File: src/hw/rtl/tcfo_pkg.sv
// shared types and codes for the two-class fifo with oldest-first dequeue
// no dependencies; used by every module of the block by scoped name
`default_nettype none

package tcfo_pkg;

	localparam int STAMP_BITS = 16;

	// request modes
	localparam logic [1:0] MODE_ENQ    = 2'd0;
	localparam logic [1:0] MODE_OLDEST = 2'd1;
	localparam logic [1:0] MODE_DEQ0   = 2'd2;
	localparam logic [1:0] MODE_DEQ1   = 2'd3;

	// response status codes
	localparam logic [1:0] ST_DONE  = 2'd0;
	localparam logic [1:0] ST_EMPTY = 2'd1;
	localparam logic [1:0] ST_FULL  = 2'd2;

	typedef struct packed {
		logic [1:0]  mode;
		logic        kind;
		logic [31:0] payload;
	} req_t;

	typedef struct packed {
		logic [1:0]  status;
		logic        served_kind;
		logic [31:0] out_payload;
	} rsp_t;

	// controller to datapath
	typedef struct packed {
		logic accept;
		logic exec;
	} cmd_t;

	// datapath to controller
	typedef struct packed {
		logic out_free;
	} dp_status_t;

endpackage

`default_nettype wire

File: src/hw/rtl/tcfo_queue.sv
// one class fifo: stamp and payload memory with head, tail and occupancy
// depends on tcfo_pkg for the stamp width
`default_nettype none

module tcfo_queue #(
	parameter int QUEUE_DEPTH  = 16,
	parameter int PAYLOAD_BITS = 32
) (
	input  wire logic                            clk,
	input  wire logic                            arst_n,
	input  wire logic                            push,
	input  wire logic                            pop,
	input  wire logic [tcfo_pkg::STAMP_BITS-1:0] wr_stamp,
	input  wire logic [PAYLOAD_BITS-1:0]         wr_data,
	output logic      [tcfo_pkg::STAMP_BITS-1:0] rd_stamp,
	output logic      [PAYLOAD_BITS-1:0]         rd_data,
	output logic                                 empty,
	output logic                                 full
);

	localparam int AW = $clog2(QUEUE_DEPTH);
	localparam int CW = $clog2(QUEUE_DEPTH + 1);
	localparam int EW = tcfo_pkg::STAMP_BITS + PAYLOAD_BITS;

	logic [EW-1:0] mem [QUEUE_DEPTH];
	logic [EW-1:0] rd_q;
	logic [AW-1:0] head_q;
	logic [AW-1:0] tail_q;
	logic [CW-1:0] count_q;

	// memory: one write, one registered read at the head
	always_ff @(posedge clk) begin
		if (push) begin
			mem[tail_q] <= {wr_stamp, wr_data};
		end
		rd_q <= mem[head_q];
	end

	always_ff @(posedge clk or negedge arst_n) begin
		if (!arst_n) begin
			head_q  <= '0;
			tail_q  <= '0;
			count_q <= '0;
		end else begin
			if (push) begin
				tail_q  <= (tail_q == AW'(QUEUE_DEPTH - 1)) ? '0 : tail_q + AW'(1);
				count_q <= count_q + CW'(1);
			end else if (pop) begin
				head_q  <= (head_q == AW'(QUEUE_DEPTH - 1)) ? '0 : head_q + AW'(1);
				count_q <= count_q - CW'(1);
			end
		end
	end

	assign rd_stamp = rd_q[EW-1 -: tcfo_pkg::STAMP_BITS];
	assign rd_data  = rd_q[PAYLOAD_BITS-1:0];
	assign empty    = (count_q == '0);
	assign full     = (count_q == CW'(QUEUE_DEPTH));

endmodule

`default_nettype wire

File: src/hw/rtl/tcfo_datapath.sv
// datapath: request register, both class queues, age compare, stamp counter
// and response register; depends on tcfo_pkg and tcfo_queue
`default_nettype none

module tcfo_datapath #(
	parameter int QUEUE_DEPTH  = 16,
	parameter int PAYLOAD_BITS = 32
) (
	input  wire logic                 clk,
	input  wire logic                 arst_n,
	input  wire tcfo_pkg::cmd_t       cmd,
	output tcfo_pkg::dp_status_t      status,
	input  wire tcfo_pkg::req_t       req,
	output tcfo_pkg::rsp_t            rsp,
	output logic                      rsp_valid,
	input  wire logic                 rsp_ready
);

	localparam int SB = tcfo_pkg::STAMP_BITS;

	tcfo_pkg::req_t    item_q;
	tcfo_pkg::rsp_t    rsp_q;
	logic              rsp_valid_q;
	logic [SB-1:0]     stamp_q;

	logic [1:0]              push;
	logic [1:0]              pop;
	logic [1:0]              empty;
	logic [1:0]              full;
	logic [SB-1:0]           rd_stamp [2];
	logic [PAYLOAD_BITS-1:0] rd_data  [2];
	logic [PAYLOAD_BITS-1:0] wr_data;

	tcfo_pkg::rsp_t    rsp_d;
	logic              do_push;

	assign wr_data = PAYLOAD_BITS'(item_q.payload);

	for (genvar c = 0; c < 2; c++) begin : g_class
		tcfo_queue #(
			.QUEUE_DEPTH (QUEUE_DEPTH),
			.PAYLOAD_BITS(PAYLOAD_BITS)
		) u_queue (
			.clk     (clk),
			.arst_n  (arst_n),
			.push    (push[c]),
			.pop     (pop[c]),
			.wr_stamp(stamp_q),
			.wr_data (wr_data),
			.rd_stamp(rd_stamp[c]),
			.rd_data (rd_data[c]),
			.empty   (empty[c]),
			.full    (full[c])
		);
	end

	// decide the operation for the held request
	always_comb begin
		logic [SB-1:0] diff;
		logic          older0;
		logic          take0;
		logic          take1;
		diff    = rd_stamp[1] - rd_stamp[0];
		older0  = (diff != '0) && !diff[SB-1];
		take0   = 1'b0;
		take1   = 1'b0;
		do_push = 1'b0;
		rsp_d   = '0;
		unique case (item_q.mode)
			tcfo_pkg::MODE_ENQ: begin
				if (full[item_q.kind]) begin
					rsp_d.status = tcfo_pkg::ST_FULL;
				end else begin
					do_push = 1'b1;
				end
			end
			tcfo_pkg::MODE_DEQ0: take0 = !empty[0];
			tcfo_pkg::MODE_DEQ1: take1 = !empty[1];
			tcfo_pkg::MODE_OLDEST: begin
				if (!empty[0] && !empty[1]) begin
					take0 = older0;
					take1 = !older0;
				end else begin
					take0 = !empty[0];
					take1 = !empty[1];
				end
			end
			default: rsp_d.status = tcfo_pkg::ST_EMPTY;
		endcase
		if (item_q.mode != tcfo_pkg::MODE_ENQ) begin
			if (take0) begin
				rsp_d.out_payload = 32'(rd_data[0]);
			end else if (take1) begin
				rsp_d.served_kind = 1'b1;
				rsp_d.out_payload = 32'(rd_data[1]);
			end else begin
				rsp_d.status = tcfo_pkg::ST_EMPTY;
			end
		end
		push = {do_push & item_q.kind, do_push & ~item_q.kind} & {2{cmd.exec}};
		pop  = {take1, take0} & {2{cmd.exec}};
	end

	always_ff @(posedge clk) begin
		if (cmd.accept) begin
			item_q <= req;
		end
		if (cmd.exec) begin
			rsp_q <= rsp_d;
		end
	end

	always_ff @(posedge clk or negedge arst_n) begin
		if (!arst_n) begin
			rsp_valid_q <= 1'b0;
			stamp_q     <= '0;
		end else begin
			if (cmd.exec) begin
				rsp_valid_q <= 1'b1;
			end else if (rsp_ready) begin
				rsp_valid_q <= 1'b0;
			end
			if (cmd.exec && do_push) begin
				stamp_q <= stamp_q + SB'(1);
			end
		end
	end

	assign status.out_free = !rsp_valid_q || rsp_ready;
	assign rsp             = rsp_q;
	assign rsp_valid       = rsp_valid_q;

endmodule

`default_nettype wire

File: src/hw/rtl/tcfo_ctrl.sv
// controller: takes one request, then executes it once the response slot frees
// depends on tcfo_pkg for the command and status structs
`default_nettype none

module tcfo_ctrl (
	input  wire logic                 clk,
	input  wire logic                 arst_n,
	input  wire logic                 req_valid,
	output logic                      req_ready,
	output tcfo_pkg::cmd_t            cmd,
	input  wire tcfo_pkg::dp_status_t status
);

	typedef enum logic {
		S_IDLE,
		S_EXEC
	} state_t;

	state_t state_q;
	logic   ready_q;

	always_ff @(posedge clk or negedge arst_n) begin
		if (!arst_n) begin
			state_q <= S_IDLE;
			ready_q <= 1'b1;
		end else begin
			unique case (state_q)
				S_IDLE: begin
					if (req_valid) begin
						state_q <= S_EXEC;
						ready_q <= 1'b0;
					end
				end
				S_EXEC: begin
					if (status.out_free) begin
						state_q <= S_IDLE;
						ready_q <= 1'b1;
					end
				end
				default: begin
					state_q <= S_IDLE;
					ready_q <= 1'b1;
				end
			endcase
		end
	end

	assign req_ready  = ready_q;
	assign cmd.accept = req_valid && ready_q;
	assign cmd.exec   = (state_q == S_EXEC) && status.out_free;

endmodule

`default_nettype wire

File: src/hw/rtl/two_class_fifo_oldest_first.sv
// two-class fifo with oldest-first dequeue: top level
// depends on tcfo_pkg, tcfo_ctrl, tcfo_datapath (and through it tcfo_queue)
//
// usage
//   req channel (req_valid/req_ready/req): one transaction per operation;
//     mode selects enqueue, dequeue oldest of either class, or dequeue a
//     given class; kind picks the class of an enqueue
//   rsp channel (rsp_valid/rsp_ready/rsp): exactly one transaction per
//     request: status, served class and dequeued payload (zero unless served)
//   each enqueue stamps its entry with a 16-bit wrapping sequence number;
//     "oldest" compares the two head stamps by modular difference
//   timing: a taken request is held in the request register, executes in
//     S_EXEC once the response slot is free, and lands in the response register
//   pacing: no new request is taken until the last one has executed; the
//     head entries are read from the queue memories through a registered
//     read port, which needs the cycle after each queue update before use
//   reset: both queues empty, stamp zero, req_ready high, no response
//   receiver stall: a finished response waits in the output register; the
//     next request is still taken and its execution waits for the slot
`default_nettype none

module two_class_fifo_oldest_first #(
	parameter int QUEUE_DEPTH  = 16,
	parameter int PAYLOAD_BITS = 32
) (
	input  wire logic           clk,
	input  wire logic           arst_n,
	input  wire logic           req_valid,
	output logic                req_ready,
	input  wire tcfo_pkg::req_t req,
	output logic                rsp_valid,
	input  wire logic           rsp_ready,
	output tcfo_pkg::rsp_t      rsp
);

	// command and status between controller and datapath
	tcfo_pkg::cmd_t       cmd;
	tcfo_pkg::dp_status_t dp_status;

	// sequencing: accept a transaction, then execute when the response slot frees
	tcfo_ctrl u_ctrl (
		.clk      (clk),
		.arst_n   (arst_n),
		.req_valid(req_valid),
		.req_ready(req_ready),
		.cmd      (cmd),
		.status   (dp_status)
	);

	// queues, stamp counter, age compare and response register
	tcfo_datapath #(
		.QUEUE_DEPTH (QUEUE_DEPTH),
		.PAYLOAD_BITS(PAYLOAD_BITS)
	) u_datapath (
		.clk      (clk),
		.arst_n   (arst_n),
		.cmd      (cmd),
		.status   (dp_status),
		.req      (req),
		.rsp      (rsp),
		.rsp_valid(rsp_valid),
		.rsp_ready(rsp_ready)
	);

endmodule

`default_nettype wire

File: config.mk
export PLATFORM = sky130hd
export DESIGN_NAME = two_class_fifo_oldest_first
export DESIGN_NICKNAME = d
export VERILOG_FILES = /design/src/hw/rtl/tcfo_pkg.sv /design/src/hw/rtl/tcfo_queue.sv /design/src/hw/rtl/tcfo_datapath.sv /design/src/hw/rtl/tcfo_ctrl.sv /design/src/hw/rtl/two_class_fifo_oldest_first.sv
export SDC_FILE = /design/constraint.sdc
export NUM_CORES = 2
export LEC_CHECK = 0
export BUFFER_PORTS_ARGS = -buffer_cell sky130_fd_sc_hd__buf_2
export CAP_MARGIN = 20
export CELL_PAD_IN_SITES_DETAIL_PLACEMENT = 2
export CELL_PAD_IN_SITES_GLOBAL_PLACEMENT = 2
export CORE_MARGIN = 8
export CORE_UTILIZATION = 40
export CTS_BUF_LIST = sky130_fd_sc_hd__clkbuf_4
export CTS_CLUSTER_DIAMETER = 120
export DETAILED_ROUTE_END_ITERATION = 7
export GPL_TIMING_DRIVEN = 0
export PLACE_DENSITY_LB_ADDON = 0.05
export SYNTH_ARGS = -nofsm -noshare
export SYNTH_HDL_FRONTEND = slang
export SYNTH_SLANG_ARGS = --single-unit
File: constraint.sdc
create_clock -name clk -period 7.03 [get_ports clk]
set_input_delay 1.7575 -clock clk [delete_from_list [all_inputs] [get_ports clk]]
set_output_delay 1.7575 -clock clk [all_outputs]
set_load 0.05 [all_outputs]
Yosys cells after proc, flatten, opt, wreduce, memory -nomap -nowiden --
Memory sizes are Yosys's and may differ from the RTL's. A register that Yosys moved wholly into a read port is not among the register bits. Index checks and enable logic that the tools add are counted.
Word-level totals: bits in registers 115, RAM bits 1536, input bits 39, output and inout bits 37, word-level logic and storage cells 107, memories 2
Memory list:
- u_datapath.g_class[0].u_queue.mem | depth 16, width 48, read ports 1, clocked after Yosys merged registers in 1, wr ports 1, line tcfo_queue.sv:25 | logic [EW-1:0] mem [QUEUE_DEPTH];
- u_datapath.g_class[1].u_queue.mem | depth 16, width 48, read ports 1, clocked after Yosys merged registers in 1, wr ports 1, line tcfo_queue.sv:25
Operators by class: add/sub/neg operators 10, $lt $le $gt $ge 1, equality and inequality tests 11, multiplexer cells 35, bitwise logic cells 9, reductions and logical operators 23
Operator list (number):
- 35-bit two-way mux | 1
- 33-bit two-way mux | 1
- 32-bit two-way mux | 1
- 5-bit two-way mux | 4
- 16-bit by 1-bit adder with 16-bit output (second input constant) | 1
- 4-bit by 1-bit adder with 4-bit output (second input constant) | 4
- 4-bit equality test (second input constant) | 4
- 1-bit two-way mux | 16
- 4-bit two-way mux | 4
- 16-bit nonzero test | 1
- 16-bit subtractor | 1
- 5-bit by 1-bit adder with 5-bit output (second input constant) | 2
- 5-bit equality test (second input constant) | 2
- 5-bit zero test | 2
- 5-bit by 1-bit subtractor with 5-bit output (second input constant) | 2
- 1-bit case mux with 2 select lines | 4
- 2-bit nonzero test | 4
- 2-bit two-way mux | 3
- 2-bit AND reduction | 3
- 1-bit logical AND | 5
- 1-bit zero test | 5
- 1-bit inverter | 5
- 2-bit AND | 2
- 2-bit equality test (second input constant) | 2
- 9 further kinds | 10

Logic depth before layout (Yosys ltp) --
word-level depth 9, depth in mapped cells 15, gate-level depth less buffers 13

Cells and area by module --
Synthesis repeated with hierarchy kept, for this count alone.
Second synthesis, totals: cell total of the unflattened synthesis 3266, area, all modules 67079.3 µm²
By module, submodules not included:
- tcfo_queue at u_datapath.g_class[0].u_queue | instances 1, cells each 1424, area each 31184.9 µm², sequential area each 24348.4 µm²
- tcfo_queue at u_datapath.g_class[1].u_queue | instances 1, cells each 1423, area each 31184.9 µm², sequential area each 24348.4 µm²
- tcfo_datapath | instances 1, cells each 410, area each 4619.4 µm², sequential area each 2527.4 µm²
- tcfo_ctrl | instances 1, cells each 9, area each 90.1 µm², sequential area each 51.3 µm²

Worst setup path after synthesis --
No wires, ideal clock.
path kind in2reg, from in rsp_ready, to mem u_datapath.g_class[1].u_queue.mem[15][0] (netlist name) (enable), setup time 0.454 ns, arrival 5.007 ns, required time 6.576 ns, slack 1.570 ns, stages 8, buffers on the path 2, cell sequence nand2b_1 and2_1 and3_1 clkbuf_1 and2_1 clkbuf_1 inv_2 nor2_1
Between the ends: cells in the longest elaborated chain, start to end 5
RTL lines:
- start, declared | line two_class_fifo_oldest_first.sv:32 | input wire logic rsp_ready,
- 1-bit logical OR | line tcfo_datapath.sv:129 | assign status.out_free = !rsp_valid_q || rsp_ready;
- 1-bit logical AND | line tcfo_ctrl.sv:50 | assign cmd.exec = (state_q == S_EXEC) && status.out_free;
- 2-bit AND | line tcfo_datapath.sv:100 | push = {do_push & item_q.kind, do_push & ~item_q.kind} & {2{cmd.exec}};
- 1-bit two-way mux | line tcfo_queue.sv:33 | if (push) begin
- 1-bit two-way mux (implied by the code) | line tcfo_queue.sv:34 | mem[tail_q] <= {wr_stamp, wr_data};
- end, declared | line tcfo_queue.sv:25
Every way passes these cells.

Worst setup path in the final report --
from reg u_datapath.g_class[1].u_queue.rd_q[38] (read register of u_datapath.g_class[1].u_queue.mem), to reg u_datapath.rsp_q (netlist bit u_datapath.rsp[26]) (data pin)
Between the ends: cells in the longest elaborated chain, start to end 8, elaborated cells between the ends (all ways) 11, those cells by class add/sub: 1; mux: 6; reduce/logical: 4
RTL lines:
- start, declared | line tcfo_queue.sv:26 | logic [EW-1:0] rd_q;
- 16-bit subtractor (*) | line tcfo_datapath.sv:63 | diff = rd_stamp[1] - rd_stamp[0];
- 16-bit nonzero test or 1-bit zero test (tied branches) | line tcfo_datapath.sv:64 | older0 = (diff != '0) && !diff[SB-1];
- 1-bit logical AND (*) | line tcfo_datapath.sv:64
- 1-bit zero test | line tcfo_datapath.sv:82 | take1 = !older0;
- 1-bit two-way mux | line tcfo_datapath.sv:80 | if (!empty[0] && !empty[1]) begin
- 1-bit case mux with 2 select lines | line tcfo_datapath.sv:69 | unique case (item_q.mode)
- 33-bit two-way mux | line tcfo_datapath.sv:93 | end else if (take1) begin
- 32-bit two-way mux (*) | line tcfo_datapath.sv:91 | if (take0) begin
- end signal, assigned | line tcfo_datapath.sv:109 | rsp_q <= rsp_d;
- end, declared | line tcfo_datapath.sv:22 | tcfo_pkg::rsp_t rsp_q;
Mark *: on every way between the ends. The rest lies on a longest branch, timed or not. A chain may end at the register's enable or synchronous reset.

==> flow_summary_export.csv <==
group,metric,value,unit
power_and_ir_drop,cellPowerDensity,401,nW/um^2
clock_network,htreeDepth,5,
yosys,yosysSeqAreaShare,0.779,
worst_setup_path,cpMaxStageDelayCell,"nor2_1",
global_routing,grt_max_degree,49,
worst_setup_path,cp-start-kind,"flip-flop",
worst_setup_path,cp.required,8110,ps
detailed_routing,num_vias,34400,
timing,tightest_slew,1090,ps
timing,relSlewSlack,0.270,
floorplanning,rows,149,
detailed_routing,drt_iter0_markers,2612,
floorplanning,pin_count,76,
clock_network,postCtsSetupRepairBufs,0,
timing,finalSetupViolations,0,
yosys,synthAdderAreaFrac,0.00776,
global_routing,grt_usage,0.218,
power_and_ir_drop,p_leak,26.0,nW
floorplanning,core,164000,um^2
power_and_ir_drop,irDropWorstVdd,190,uV
timing,finalClockSkew,103,ps
timing,finalCritPeriodShare,0.667,
cells_and_area,final_cell_mix,"edfxtp_1 (1606), clkbuf_4 (748), mux4_2 (336), mux2i_1 (144), clkbuf_1 (107)",
cells_and_area,fin_cells,6324,
global_routing,grt_first_pass_wirelength,279,mm
detailed_routing,ant_nets,0,
yosys,synthXorXnorAreaFrac,0.00506,
detailed_routing,routedWlPerCell,31.2,um
clock_network,cts_buffers,471,
cells_and_area,fin_area,77700,um^2
yosys,synth_top_family_by_area,"multiplexers",
cells_and_area,nets,3831,
floorplanning,die_area,178000,um^2
yosys,synth_edf_count,1606,
run_status,status,"finished, final reports clean",
cells_and_area,final_util,0.474,
clock_network,cts.sinks,1747,
yosys,yosys_warnings,0,
detailed_routing,via_per_inst,5.43,
yosys,yosys.area_share.simple,0.0157,
worst_setup_path,crit_arrival,5770,ps
clock_network,cts-root-buf,"clkbuf_4",
yosys,synthFlopType,"edfxtp_1",
cells_and_area,drive_gt1_frac,0.341,
clock_network,cts_max_path_buffers,4,
worst_setup_path,path_cells,"ha_1 -> clkbuf_1 -> a21oi_1 -> o21ai_1 -> a21oi_1 -> o21ai_1 -> and3b_1 -> nor3_1 -> xnor2_1 -> o31a_1 -> nor2_1 -> clkbuf_1 -> a22o_1",
run,max_cap_violations,0,
worst_setup_path,r2r_slack,2340,ps
floorplanning,chipWidth,422,um
detailed_routing,routed_wl,197,mm
yosys,syn-cell-area,65800,um^2
worst_setup_path,r2r_end,"u_datapath.rsp[26]$_SDFFCE_PP0P_",
timing,hold_violations,0,
worst_setup_path,critical-path-max-stage-delay,650,ps
timing,max_freq,213,MHz
place,gp_congestion,0.801,
detailed_routing,drt-pass1-iter-count,5,
global_routing,first_global_vias,38500,
min_path,hold_class,"in -> async",
yosys,postSynthAreaPerCell,21.3,um^2
place,dp.cells,5419,
floorplanning,start_util,0.401,
yosys,muxShareOfSynthArea,0.147,
timing,rsz0062_at_grt,"no",
yosys,synth.ff_latch_count,1747,
timing,slew_viol_final,0,
worst_setup_path,regToRegStartpoint,"u_datapath.g_class[1].u_queue.rd_q[38]$_DFF_P_",
worst_setup_path,crit_fanout,10,
yosys,synthCells,3086,
cells_and_area,register_area,51300,um^2
place,io_buffers,75,
yosys,async_flop_share,0.0258,
clock_network,hold_buffers,0,
cells_and_area,n_fill_cell,14800,
cells_and_area,final_common_cell,"edfxtp_1",
worst_setup_path,path_class,"reg -> reg",
yosys,syn-num-nets,3164,
timing,finalCriticalPeriod,4690,ps
cells_and_area,multiInputGateArea,13900,um^2
cells_and_area,syn2layout_area_growth,18.1,%
clock_network,cts_resized,0,
floorplanning,die_h,422,um
global_routing,grt-ovfl-total,0,
clock_network,cts_tree,"built",
clock_network,worstSkewPairLatency,1390,ps
worst_setup_path,crit_path_end_kind,"flip-flop",
worst_setup_path,r2r_cells,13,
global_routing,antenna_found_initial,7,
place,place_area,70500,um^2
detailed_routing,route.detailed.drc,0,
place,dp_hpwl,126,mm
yosys,ys_types,60,
yosys,synth-compound-area-share,0.0345,
clock_network,path_clk_slew,60,ps
timing,whs,427,ps
-- power breakdown --
part | leakage (nW) | switching, mW | internal, mW
logic | 6.58 | 5.30 | 3.70
clock network | 3.66 | 4.27 | 4.86
registers | 15.8 | 0.697 | 12.3
-- kinds of logic after synthesis --
family	count (synthesis)
AO/OA/AOI/OAI	343
XOR/XNOR	38
adder cells (fa/ha/maj)	39
buffers and inverters	178
flip-flops	1747
multiplexers	539
AND/OR/NAND/NOR	202
-- worst max-delay path: cells and delay by family, from the launching register on --
| kind | cells | cell delay (ps) |
|---|---|---|
| AO/OA/AOI/OAI | 6 | 1690 |
| adder cells (fa/ha/maj) | 1 | 290 |
| buffers and inverters | 2 | 680 |
| flip-flops | 1 | 490 |
| XOR/XNOR | 1 | 210 |
| AND/OR/NAND/NOR | 3 | 1080 |
-- synth_stat cells, types with 9 or more instances --
library cell,n,area (um^2)
buf_1,39,146
nand2_1,77,289
a221oi_1,48,420
and3_1,15,93.8
dfxtp_1,96,1920
mux2_2,59,664
dfrtp_1,44,1100
clkbuf_1,107,402
a21o_1,10,75.1
mux2i_1,144,1440
xnor2_1,28,245
nand3_1,15,75.1
and2_1,28,175
xor2_1,10,87.6
edfxtp_1,1606,48200
a21oi_1,65,325
a22o_1,32,280
ha_1,36,450
nand4_1,10,62.6
a22oi_1,49,368
o21ai_0,106,531
inv_1,27,101
nor2_1,22,82.6
mux4_2,336,7570
nor2b_1,9,56.3
-- flip-flops by register name, summed over array words and instances, names as in the netlist --
signal                              count
u_datapath.item_q                       3
u_ctrl.state_q                          1
u_datapath.g_class.u_queue.count_q     10
u_datapath.g_class.u_queue.rd_q        96
u_datapath.g_class.u_queue.mem       1536
u_datapath.rsp                         35
u_ctrl.req_ready                        1
u_datapath.rsp_valid                    1
u_datapath.g_class.u_queue.tail_q       8
u_datapath.g_class.u_queue.head_q       8
u_datapath.stamp_q                     16
u_datapath.wr_data                     32
-- area by class of cell --
type	instances	area share
diodes	11	0.000354
plain buffers	150	0.00757
clock buffers	748	0.0723
clock inverters	96	0.00551
inverters	28	0.00135
multi-input cells	1161	0.179
flip-flops and latches	1747	0.660
well taps	2189	0.0353
repair buffers	194	0.0385
-- metrics by stage --
step                setup slack, ps  power (mW)  TNS (ps)
floorplan                      1570        18.4         0
global placement              -1510        21.5   -180890
detailed placement             1670        22.1         0
CTS                            2130        31.4         0
global route                   2090        32.6         0
finish                         2340        31.2         0
-- how the worst max path moves through the flow --
stage                                                               from                                                  end  slack (ps)  cells after the start
final                     u_datapath.g_class[1].u_queue.rd_q[38]$_DFF_P_                     u_datapath.rsp[26]$_SDFFCE_PP0P_        2340                     13
after global routing      u_datapath.g_class[1].u_queue.rd_q[38]$_DFF_P_                     u_datapath.rsp[26]$_SDFFCE_PP0P_        2090                     13
after CTS                 u_datapath.g_class[1].u_queue.rd_q[38]$_DFF_P_                     u_datapath.rsp[26]$_SDFFCE_PP0P_        2130                     13
after detailed placement                                       rsp_ready   u_datapath.g_class[1].u_queue.mem[0][11]$_DFFE_PP_        1670                     11
after global placement                                         rsp_ready  u_datapath.g_class[0].u_queue.mem[15][18]$_DFFE_PP_       -1510                      7
after floorplan                                                rsp_ready   u_datapath.g_class[1].u_queue.mem[15][0]$_DFFE_PP_        1570                      8
-- layer usage --
layer | GRT usage | wire length [um] | up-vias
li1 | - | - | 14500
met1 | 0.281 | 82700 | 18700
met2 | 0.379 | 102000 | 938
met3 | 0.0394 | 8870 | 282
met4 | 0.0610 | 3880 | 0
met5 | 0 | 0 | -
Power figures use the tool's default switching activity.
